**src/rtl/rmhp_pkg.sv**
```systemverilog
`default_nettype none

package rmhp_pkg;

    // Width of the reported payload length field.
    localparam int PAYLOAD_LEN_W = 16;

    // Default number of bits for the payload counter before saturation.
    localparam int LENGTH_BITS_DEFAULT = 16;

    // A varint id is at most this many bytes long.
    localparam logic [3:0] ID_MAX_BYTES = 4'd10;

    // Message type codes from bits 3:1 of the flag byte.
    localparam logic [2:0] MT_REQUEST  = 3'd0;
    localparam logic [2:0] MT_NOTIFY   = 3'd1;
    localparam logic [2:0] MT_RESPONSE = 3'd2;
    localparam logic [2:0] MT_PUSH     = 3'd3;

    // Last code byte index of the 4-byte response code.
    localparam logic [1:0] CODE_LAST_BYTE = 2'd3;

    // Parse phase. The encoding doubles as the byte role reported for each item.
    typedef enum logic [2:0] {
        PH_FLAG    = 3'd0,
        PH_ID      = 3'd1,
        PH_RLEN    = 3'd2,
        PH_ROUTE   = 3'd3,
        PH_CODE    = 3'd4,
        PH_PAYLOAD = 3'd5,
        PH_ERROR   = 3'd6
    } phase_t;

    // One input item: a message byte and its end marker.
    typedef struct packed {
        logic [7:0] data_byte;
        logic       last_byte;
    } in_item_t;

    // One result item: role of the byte plus the message summary.
    typedef struct packed {
        logic [2:0]               byte_role;
        logic [7:0]               byte_value;
        logic                     is_last;
        logic                     status;
        logic [2:0]               msg_type;
        logic [2:0]               data_kind;
        logic [63:0]              msg_id;
        logic signed [31:0]       resp_code;
        logic [7:0]               route_len;
        logic [PAYLOAD_LEN_W-1:0] payload_len;
    } out_item_t;

    // Header parse state carried from byte to byte.
    typedef struct packed {
        phase_t      phase;
        logic [2:0]  msg_type;
        logic [2:0]  data_kind;
        logic [63:0] id_accum;
        logic [3:0]  id_count;
        logic [7:0]  route_total;
        logic [7:0]  route_left;
        logic [31:0] code_accum;
        logic [1:0]  code_count;
    } parse_state_t;

endpackage

`default_nettype wire

```
**src/rtl/rmhp_step.sv**
```systemverilog
`default_nettype none

// Per-byte parse step: from the current state and one byte, computes the
// next state, the payload count and the result item.
module rmhp_step #(
    parameter int CNT_W = rmhp_pkg::LENGTH_BITS_DEFAULT
) (
    input  wire rmhp_pkg::parse_state_t state,
    input  wire logic [CNT_W-1:0]       pcount,
    input  wire rmhp_pkg::in_item_t     item,
    output rmhp_pkg::parse_state_t      state_next,
    output logic [CNT_W-1:0]            pcount_next,
    output rmhp_pkg::out_item_t         result
);

    logic [7:0]             b;
    logic                   last;
    logic [2:0]             flag_type;
    logic [3:0]             id_count_inc;
    logic [7:0]             route_dec;
    logic                   bad;
    rmhp_pkg::phase_t       phase_next;
    rmhp_pkg::parse_state_t work;
    logic [CNT_W-1:0]       pcount_work;
    logic [63:0]            id_add;
    logic [31:0]            code_add;
    logic                   status;
    logic                   has_id;

    assign b            = item.data_byte;
    assign last         = item.last_byte;
    assign flag_type    = b[3:1];
    assign id_count_inc = state.id_count + 4'd1;
    assign route_dec    = state.route_left - 8'd1;

    // Next phase and error detection.
    always_comb
    begin
        phase_next = state.phase;
        bad        = 1'b0;
        unique case (state.phase)
            rmhp_pkg::PH_FLAG:
            begin
                if (flag_type[2])
                    bad = 1'b1;
                else if (flag_type == rmhp_pkg::MT_REQUEST ||
                         flag_type == rmhp_pkg::MT_RESPONSE)
                    phase_next = rmhp_pkg::PH_ID;
                else
                    phase_next = rmhp_pkg::PH_RLEN;
                if (last)
                    bad = 1'b1;
            end
            rmhp_pkg::PH_ID:
            begin
                if (!b[7])
                    phase_next = (state.msg_type == rmhp_pkg::MT_REQUEST) ?
                                 rmhp_pkg::PH_RLEN : rmhp_pkg::PH_CODE;
                else if (id_count_inc >= rmhp_pkg::ID_MAX_BYTES)
                    bad = 1'b1;
                if (last)
                    bad = 1'b1;
            end
            rmhp_pkg::PH_RLEN:
            begin
                phase_next = (b != 8'd0) ? rmhp_pkg::PH_ROUTE : rmhp_pkg::PH_PAYLOAD;
                if (last && b != 8'd0)
                    bad = 1'b1;
            end
            rmhp_pkg::PH_ROUTE:
            begin
                if (route_dec == 8'd0)
                    phase_next = rmhp_pkg::PH_PAYLOAD;
                else if (last)
                    bad = 1'b1;
            end
            rmhp_pkg::PH_CODE:
            begin
                if (state.code_count == rmhp_pkg::CODE_LAST_BYTE)
                    phase_next = rmhp_pkg::PH_PAYLOAD;
                else if (last)
                    bad = 1'b1;
            end
            default:
            begin
                phase_next = state.phase;
            end
        endcase
        if (bad)
            phase_next = rmhp_pkg::PH_ERROR;
    end

    // Id group placed at its 7-bit position; only ten positions exist.
    always_comb
    begin
        id_add = '0;
        for (int i = 0; i < 10; i++)
        begin
            if (state.id_count == 4'(i))
                id_add = 64'(b[6:0]) << (7 * i);
        end
    end

    // Code byte placed at its little-endian position.
    always_comb
    begin
        code_add = '0;
        case (state.code_count)
            2'd0:    code_add = {24'd0, b};
            2'd1:    code_add = {16'd0, b, 8'd0};
            2'd2:    code_add = {8'd0, b, 16'd0};
            default: code_add = {b, 24'd0};
        endcase
    end

    // Field accumulation for the current phase.
    always_comb
    begin
        work        = state;
        pcount_work = pcount;
        case (state.phase)
            rmhp_pkg::PH_FLAG:
            begin
                work           = '0;
                pcount_work    = '0;
                work.msg_type  = flag_type;
                work.data_kind = b[6:4];
            end
            rmhp_pkg::PH_ID:
            begin
                work.id_accum = state.id_accum | id_add;
                work.id_count = id_count_inc;
            end
            rmhp_pkg::PH_RLEN:
            begin
                work.route_total = b;
                work.route_left  = b;
            end
            rmhp_pkg::PH_ROUTE:
            begin
                work.route_left = route_dec;
            end
            rmhp_pkg::PH_CODE:
            begin
                work.code_accum = state.code_accum | code_add;
                if (state.code_count != rmhp_pkg::CODE_LAST_BYTE)
                    work.code_count = state.code_count + 2'd1;
            end
            rmhp_pkg::PH_PAYLOAD:
            begin
                if (pcount != '1)
                    pcount_work = pcount + 1'b1;
            end
            default:
            begin
                work = state;
            end
        endcase
        work.phase = phase_next;
    end

    // Result item and end-of-message clear.
    always_comb
    begin
        status = bad || (state.phase == rmhp_pkg::PH_ERROR);
        has_id = (work.msg_type == rmhp_pkg::MT_REQUEST) ||
                 (work.msg_type == rmhp_pkg::MT_RESPONSE);

        result            = '0;
        result.byte_role  = 3'(state.phase);
        result.byte_value = b;
        if (last)
        begin
            result.is_last   = 1'b1;
            result.status    = status;
            result.msg_type  = work.msg_type;
            result.data_kind = work.data_kind;
            if (!status)
            begin
                if (has_id)
                    result.msg_id = work.id_accum;
                if (work.msg_type == rmhp_pkg::MT_RESPONSE)
                    result.resp_code = work.code_accum;
                else
                    result.route_len = work.route_total;
                result.payload_len = rmhp_pkg::PAYLOAD_LEN_W'(pcount_work);
            end
        end

        if (last)
        begin
            state_next  = '0;
            pcount_next = '0;
        end
        else
        begin
            state_next  = work;
            pcount_next = pcount_work;
        end
    end

endmodule

`default_nettype wire

```
**src/rtl/rpc_message_header_parser_top.sv**
```systemverilog
`default_nettype none

// RPC message header parser.
// Message bytes enter on the byte channel (byte_valid / byte_ready, payload
// byte_item), one byte per item, with last_byte marking the end of a message.
// For every byte one result item leaves on the result channel (result_valid /
// result_ready, payload result_item) carrying the role of that byte; the item
// for the last byte also carries status, type, data kind, id, response code,
// route length and payload length.
// The path has two registers, an input register and then the parse step into
// the result register. Throughput is one byte per cycle while the receiver
// does not stall; the parse state loop has a single register.
// When the receiver stalls, the result register holds and the input register
// fills, after which byte_ready drops until the result is taken.
// Reset clears both registers' valid flags and returns the parser to
// expecting a flag byte. The payload counter saturates at 2^LENGTH_BITS - 1,
// capped at 65535.
module rpc_message_header_parser_top #(
    parameter int LENGTH_BITS = rmhp_pkg::LENGTH_BITS_DEFAULT
) (
    input  wire                     clk,
    input  wire                     rst_n,
    input  wire                     byte_valid,
    output logic                    byte_ready,
    input  wire rmhp_pkg::in_item_t byte_item,
    output logic                    result_valid,
    input  wire                     result_ready,
    output rmhp_pkg::out_item_t     result_item
);

    localparam int CNT_W = (LENGTH_BITS < rmhp_pkg::PAYLOAD_LEN_W) ?
                           LENGTH_BITS : rmhp_pkg::PAYLOAD_LEN_W;

    logic                   in_valid_reg;
    rmhp_pkg::in_item_t     in_item_reg;
    rmhp_pkg::parse_state_t state_reg;
    rmhp_pkg::parse_state_t state_next;
    logic [CNT_W-1:0]       pcount_reg;
    logic [CNT_W-1:0]       pcount_next;
    logic                   out_valid_reg;
    rmhp_pkg::out_item_t    out_item_reg;
    rmhp_pkg::out_item_t    step_result;
    logic                   advance;

    // The buffered item moves on when the result register is free or emptying.
    assign advance      = in_valid_reg && (!out_valid_reg || result_ready);
    assign byte_ready   = !in_valid_reg || advance;
    assign result_valid = out_valid_reg;
    assign result_item  = out_item_reg;

    rmhp_step #(
        .CNT_W (CNT_W)
    ) u_step (
        .state       (state_reg),
        .pcount      (pcount_reg),
        .item        (in_item_reg),
        .state_next  (state_next),
        .pcount_next (pcount_next),
        .result      (step_result)
    );

    // Input register valid flag.
    always_ff @(posedge clk or negedge rst_n)
    begin
        if (!rst_n)
            in_valid_reg <= 1'b0;
        else if (byte_ready)
            in_valid_reg <= byte_valid;
    end

    // Input register payload.
    always_ff @(posedge clk)
    begin
        if (byte_valid && byte_ready)
            in_item_reg <= byte_item;
    end

    // Parse state advances once per item processed.
    always_ff @(posedge clk or negedge rst_n)
    begin
        if (!rst_n)
        begin
            state_reg  <= '0;
            pcount_reg <= '0;
        end
        else if (advance)
        begin
            state_reg  <= state_next;
            pcount_reg <= pcount_next;
        end
    end

    // Result register valid flag.
    always_ff @(posedge clk or negedge rst_n)
    begin
        if (!rst_n)
            out_valid_reg <= 1'b0;
        else if (advance)
            out_valid_reg <= 1'b1;
        else if (result_ready)
            out_valid_reg <= 1'b0;
    end

    // Result register payload.
    always_ff @(posedge clk)
    begin
        if (advance)
            out_item_reg <= step_result;
    end

endmodule

`default_nettype wire

```
**config.mk**
```make
export PLATFORM = sky130hd
export DESIGN_NAME = rpc_message_header_parser_top
export DESIGN_NICKNAME = d
export VERILOG_FILES = /design/src/rtl/rmhp_pkg.sv /design/src/rtl/rmhp_step.sv /design/src/rtl/rpc_message_header_parser_top.sv
export SDC_FILE = /design/constraint.sdc
export NUM_CORES = 1
export LEC_CHECK = 0
export ABC_CLOCK_PERIOD_IN_PS = 7500
export BUFFER_PORTS_ARGS = -buffer_cell sky130_fd_sc_hd__buf_2
export CAP_MARGIN = 20
export CORE_MARGIN = 2
export CORE_UTILIZATION = 58
export CTS_CLUSTER_SIZE = 8
export DETAILED_ROUTE_END_ITERATION = 10
export GPL_TIMING_DRIVEN = 0
export PLACE_DENSITY_LB_ADDON = 0.2
export SYNTH_ARGS = -nofsm -noshare
export SYNTH_HDL_FRONTEND = slang
export SYNTH_SLANG_ARGS = --single-unit
```
**constraint.sdc**
```tcl
create_clock -name clk -period 7.5 [get_ports clk]
set_clock_uncertainty 0.1 [all_clocks]
set_input_delay 0.75 -clock clk [delete_from_list [all_inputs] [get_ports clk]]
set_output_delay 0.75 -clock clk [all_outputs]
set_load 0.01 [all_outputs]
```
# Yosys cells after proc, flatten, opt, wreduce, memory -nomap -nowiden
# Cells that the tools add are included.
# word_totals
out_inout_bits	141
elab_cells	139
reg_bits	293
in_bits	13
# classes
n_mux	47
n_bitwise	5
order_cmp	1
addsub	4
n_eq_ne	27
n_reduce_logical	31
# ops
cell	count
68-bit case mux with 2 select lines	1
128-bit two-way mux	1
64-bit two-way mux	2
127-bit two-way mux	1
120-bit two-way mux	1
32-bit case mux with 3 select lines	1
34-bit case mux with 2 select lines	1
64-bit OR	1
63-bit two-way mux	1
56-bit two-way mux	1
49-bit two-way mux	1
42-bit two-way mux	1
35-bit two-way mux	1
16-bit two-way mux	2
32-bit two-way mux	1
32-bit OR	1
16-bit case mux with 2 select lines	1
28-bit two-way mux	1
8-bit case mux with 3 select lines	1
21-bit two-way mux	1
3-bit two-way mux	7
16-bit by 1-bit adder with 16-bit output (second input constant)	1
4-bit by 3-bit equality test with 1-bit output (second input constant)	4
16-bit inequality test (second input constant)	1
43 further kinds	80

# Logic depth before layout (Yosys ltp)
# depth
depth_word	16
depth_mapped	9
mapped_depth_nobuf	7

# Modules after synthesis
# A second synthesis with hierarchy kept.
# hier_totals
hier_cells	1190
hier_area_um2	14111.0
# modules_own_cells
mod	seq_area_each_um2	area_each_um2	instances	cells_each
rpc_message_header_parser_top	8072.7	10129.7	1	458
rmhp_step	0.0	3981.3	1	732

# Worst setup path before layout
# Ideal clock, no wire load.
# synth_timing
path_type	in2reg
from	in result_ready
to	reg state_reg[10] in the netlist's numbering
arrival_time_ns	5.929
cell_stages	8
setup_slack_ns	1.380
required_ns	7.309
setup_time_ns	0.091
n_path_buf	3
path_cell_list	nand2b_1 > nand2_1 > inv_1 > clkbuf_1 > buf_2 > buf_1 > a31oi_1 > nor2_1
# synth_between
elab_chain_cells	2
# synth_rtl
element	line_no	rtl
start: declaration	rpc_message_header_parser_top.sv:27	input wire result_ready,
1-bit logical OR	rpc_message_header_parser_top.sv:46	assign advance = in_valid_reg && (!out_valid_reg || result_ready);
1-bit logical AND	rpc_message_header_parser_top.sv:46	
via advance	rpc_message_header_parser_top.sv:43	logic advance;
end signal: assignment	rpc_message_header_parser_top.sv:88	state_reg <= state_next;
end: declaration	rpc_message_header_parser_top.sv:36	rmhp_pkg::parse_state_t state_reg;
# The timed path passes the listed nets, and every way through them passes these cells.
# A chain may end at the register's enable or synchronous reset.

# Worst setup path after layout
# layout_timing
from	reg out_valid_reg (netlist: result_valid)
to	reg out_item_reg, in the netlist result_item[60], enable pin
# layout_between
elab_chain_cells	3
# layout_rtl
element	line_no	rtl
start: declaration	rpc_message_header_parser_top.sv:40	logic out_valid_reg;
start signal: assignment	rpc_message_header_parser_top.sv:97	out_valid_reg <= 1'b0;
start signal: assignment	rpc_message_header_parser_top.sv:99	out_valid_reg <= 1'b1;
start signal: assignment	rpc_message_header_parser_top.sv:101	out_valid_reg <= 1'b0;
1-bit logical NOT	rpc_message_header_parser_top.sv:46	
1-bit logical OR	rpc_message_header_parser_top.sv:46	
1-bit logical AND	rpc_message_header_parser_top.sv:46	
via advance	rpc_message_header_parser_top.sv:43	
end signal: assignment	rpc_message_header_parser_top.sv:108	out_item_reg <= step_result;
end: declaration	rpc_message_header_parser_top.sv:41	rmhp_pkg::out_item_t out_item_reg;
# The timed path passes the listed nets, and every way through them passes these cells.

==> out/qor_table.md <==
| Stage | Metric | Value |
| --- | --- | --- |
| outcome | Run status | complete, no violations |
| die | Row count | 55 |
| setup path | Worst R2R Path Depth | 9 |
| die | Core footprint | 0.0224 mm^2 |
| clocking | Post-CTS Hold Buffers | 0 |
| route | Vias post-DR | 10500 |
| power | Clock share of power | 36.3% |
| route | Vias per Instance | 6.03 |
| yosys | Number of flops mapped to enable cells by yosys | 148 |
| power | Fraction of power spent switching nets | 31.5% |
| placed design | Placed wire-length estimate after detailed placement | 22600 um |
| sta | Worst-Margin Slew | 1.08 ns |
| layout | Antenna diode count | 0 |
| power | Final Total Pwr | 4730 uW |
| power | Power per standard cell area | 304 mW/mm^2 |
| clocking | CTS Buffer Depth | 3 |
| sta | Number of pins exceeding their max-slew limit in the final report | 0 |
| placed design | IO buf count | 153 |
| power | Internal portion of total power | 3240 uW |
| power | Switching pwr | 1490 uW |
| clocking | Max H-tree Level | 2 |
| die | I/O pin count | 154 |
| clocking | Insertion delay of the later-clocked pin in the worst-skew pair | 0.52 ns |
| setup path | Most frequent cell on the critical path | sky130_fd_sc_hd__buf_12 |
| yosys | Syn_nets | 1256 |
| setup path | Critical Path AT | 3.88 ns |
| sta | Max Clock Freq | 264 MHz |
| setup path | Worst Setup Start Kind | register |
| clocking | Count of instances resized after the clock tree is built | 0 |
| die | Die Y-Extent | 154 um |
| run | Max-cap violations | 0 |
| grt | First-pass GRT wire length | 54100 um |
| clocking | Number of clock buffers inserted by TritonCTS | 42 |
| yosys | Most common cell in the netlist | sky130_fd_sc_hd__nor2_1 |
| clocking | Library cell used as clock root buffer | sky130_fd_sc_hd__clkbuf_16 |
| grt | Leftover overflow at the end of global routing | 0 |
| yosys | Share of the synthesized area in the top cell type | 33.9% |
| setup path | Reg2reg start | result_valid |
| placed design | Dpl cell area | 0.0143 mm^2 |
| placed design | Routability Congestion | 0.956 |
| yosys | Leading post-synthesis cells by cell area | sky130_fd_sc_hd__edfxtp_1 34%, sky130_fd_sc_hd__dfrtp_1 28%, sky130_fd_sc_hd__nor2_1 5.3% |
| setup path | Required arrival time at the worst endpoint | 7.60 ns |
| sta | Worst Hold Slack | 0.0807 ns |
| sta | Setup TNS Final | 0 ns |
| power | Worst-case vdd ir drop | 0.220 mV |
| setup path | Critical path cell sequence | nand2b_1 -> nand2_1 -> inv_1 -> clkbuf_1 -> buf_2 -> buf_2 -> buf_12 -> buf_12 -> buf_12 |
| layout | Post-route cell area | 0.0155 mm^2 |
| sta | Clock period minus worst slack | 3.78 ns |
| die | Initial cell density of the core | 58.5% |
| sta | Hold violation count in the final report | 0 |
| setup path | CP startpoint | result_valid |
| yosys | Netlist area before placement | 0.0131 mm^2 |
| sta | Count of endpoints failing setup in the final report | 0 |
| setup path | Critical register-to-register path endpoint | result_item[60] |
| yosys | Sequential area share after synthesis | 61.5% |
| clocking | Post CTS Setup Buffer Count | 0 |
| setup path | Largest fanout of any net on the critical path | 48 |
| setup path | Capturing element type of the critical path | register |
| grt | Total routing resource utilization after global routing | 29.0% |
| yosys | Unique masters post-synth | 69 |
| setup path | Max stage delay cell, worst path | sky130_fd_sc_hd__buf_2 |
| grt | Via count of the first global-routing pass | 10200 |
| yosys | Cell accounting for the most synthesized area | sky130_fd_sc_hd__edfxtp_1 |
| sta | Share of the cycle needed by the critical path after routing | 50.5% |
| power | Combinational group share of total power | 22.2% |
| clocking | TritonCTS sink count | 293 |
| route | DR WL/cell | 19.6 um |
| setup path | Crit-path max cell delay | 0.59 ns |
| min path | Worst Hold Class | primary input to async pin |
| clocking | Clock tree from TritonCTS | done |
| route | Post-DRT Antenna Nets | 0 |
| yosys | Post-synthesis sequential element count | 293 |
| grt | Number of antenna violations at the first check in global routing | 1 |
| yosys | Syn. warnings | 0 |
| layout | Post-Route Utilization | 69.3% |
| setup path | Category of the most critical setup path | register to register |
| route | Iter 0 DRT Violations | 1057 |
| setup path | Worst setup path end | result_item[60] |
| yosys | Top cell types by occurrence after synthesis | 184 x sky130_fd_sc_hd__nor2_1, 148 x sky130_fd_sc_hd__edfxtp_1, 147 x sky130_fd_sc_hd__nand2_1 |
| setup path | R2R Setup Slk | 3.72 ns |
| route | Count of unresolved DRC violations after routing | 0 |
| yosys | Proportion of synthesized flip-flops having asynchronous set or reset | 49.5% |
| sta | RSZ-0062 raised after global routing | no |
| clocking | Clock slew at the register clock pins of the worst setup and hold paths | 0.05 ns |
| yosys | Top flip-flop cell by instance count after synthesis | sky130_fd_sc_hd__edfxtp_1 |
| power | Part of the total power dissipated in sequential elements | 41.5% |
| layout | Layout overhead on the synthesized area | 18.4% |
| yosys | Synthesized instance count | 1230 |
| die | Die X-Extent | 154 um |
| route | Detailed Routing Iterations Pass 1 | 5 |
| yosys | Avg Inst Size Synth | 10.7 um^2 |
| power | Lkg Pwr | 0.00621 uW |
| grt | Largest net degree at the start of global routing | 96 |
| layout | Layout Nets | 1457 |
| die | Die Area | 0.0238 mm^2 |
| layout | Flip-flop count of the largest register after layout | 139 |
| route | Sum of routed wire length over all layers | 34300 um |
| sta | Worst slew margin | 27.6% |
| layout | Layout cells sized above 1 | 17.7% |
| layout | Filler instances | 1698 |
-- routing by layer --
metal  up-vias  part of all wire [%]  GRT usage [%]
met5         -                 0.038              0
met4         2                   3.4           11.4
met3       101                   7.5           4.31
met2       472                    48           47.4
met1      5108                    41           39.7
li1       4848                     -              -
-- final cells by class --
| type | count | area, um^2 | area share (%) |
|---|---|---|---|
| Clock inverter | 2 | 13.8 | 0.0886 |
| Tap cell | 285 | 357 | 2.30 |
| Multi-Input combinational cell | 828 | 4580 | 29.5 |
| Buffer | 92 | 403 | 2.59 |
| Clock buffer | 73 | 1190 | 7.65 |
| Timing Repair Buffer | 157 | 860 | 5.53 |
| Inverter | 17 | 63.8 | 0.411 |
| Sequential cell | 293 | 8070 | 52.0 |
-- cell families after synthesis --
logic type	count (synthesis)	share of synthesized area (%)
xor+xnor	6	0.401
buf+inv	109	3.55
compound gates	357	17.2
mux	10	0.811
flops	293	61.5
fa+ha+maj	13	1.24
simple gates	442	15.3
-- critical path, delay by kind of cell (launching register included) --
kind / cells / cell delay (ns)
AND/OR/NAND/NOR: 2 / 0.37
buffers and inverters: 7 / 2.56
flip-flops: 1 / 0.39
-- worst min-delay path by stage --
stage	start	to	slack (ns)	cells past startpoint
2_1_floorplan	in_item_reg[1]	result_item[128]	0.32	0
3_3_place_gp	in_item_reg[5]	result_item[132]	0.33	0
3_5_place_dp	in_item_reg[6]	result_item[133]	0.33	0
4_1_cts	rst_n	state_reg[13]	0.09	1
5_1_grt	rst_n	state_reg[17]	0.10	1
6_report	rst_n	state_reg[13]	0.08	1
-- layout by cell type (no fill, tap or decap), types with 4 or more instances in the layout --
master / n
sky130_fd_sc_hd__mux2i_1: 5
sky130_fd_sc_hd__clkbuf_1: 88
sky130_fd_sc_hd__nor4_1: 8
sky130_fd_sc_hd__a22oi_2: 7
sky130_fd_sc_hd__o21ai_1: 14
sky130_fd_sc_hd__nand4_1: 6
sky130_fd_sc_hd__a31oi_1: 9
sky130_fd_sc_hd__a21boi_0: 15
sky130_fd_sc_hd__inv_1: 17
sky130_fd_sc_hd__buf_6: 4
sky130_fd_sc_hd__nand2b_1: 8
sky130_fd_sc_hd__and3_1: 4
sky130_fd_sc_hd__and4_1: 4
sky130_fd_sc_hd__ha_1: 13
sky130_fd_sc_hd__edfxtp_1: 148
sky130_fd_sc_hd__buf_2: 176
sky130_fd_sc_hd__and2_1: 18
sky130_fd_sc_hd__nand3_1: 20
sky130_fd_sc_hd__dfrtp_1: 145
sky130_fd_sc_hd__a22oi_1: 72
sky130_fd_sc_hd__o31ai_1: 7
sky130_fd_sc_hd__a22o_1: 13
sky130_fd_sc_hd__nand2_1: 147
sky130_fd_sc_hd__o22ai_1: 5
sky130_fd_sc_hd__nor3_1: 13
sky130_fd_sc_hd__clkbuf_16: 43
sky130_fd_sc_hd__a21oi_1: 108
sky130_fd_sc_hd__buf_1: 5
sky130_fd_sc_hd__nor2_1: 184
sky130_fd_sc_hd__mux2_2: 5
sky130_fd_sc_hd__nor2b_1: 5
sky130_fd_sc_hd__o21ai_0: 81
-- power groups by stage --
stage	Combinational [uW]	Sequential (uW)	Clock, uW
after floorplan	659	2010	0
after global placement	994	2000	0
after detailed placement	1020	1990	0
after CTS	1030	1960	1740
after global routing	1140	1980	1800
final	1050	1960	1720
-- stage by stage --
stage	instances	setup slack, ns
final	1747	3.72
after global routing	1747	3.53
after CTS	1747	3.74
after detailed placement	1672	3.28
after global placement	1668	-0.974
after floorplan	1230	1.38
No activity file was read; power rests on OpenSTA's default activity.
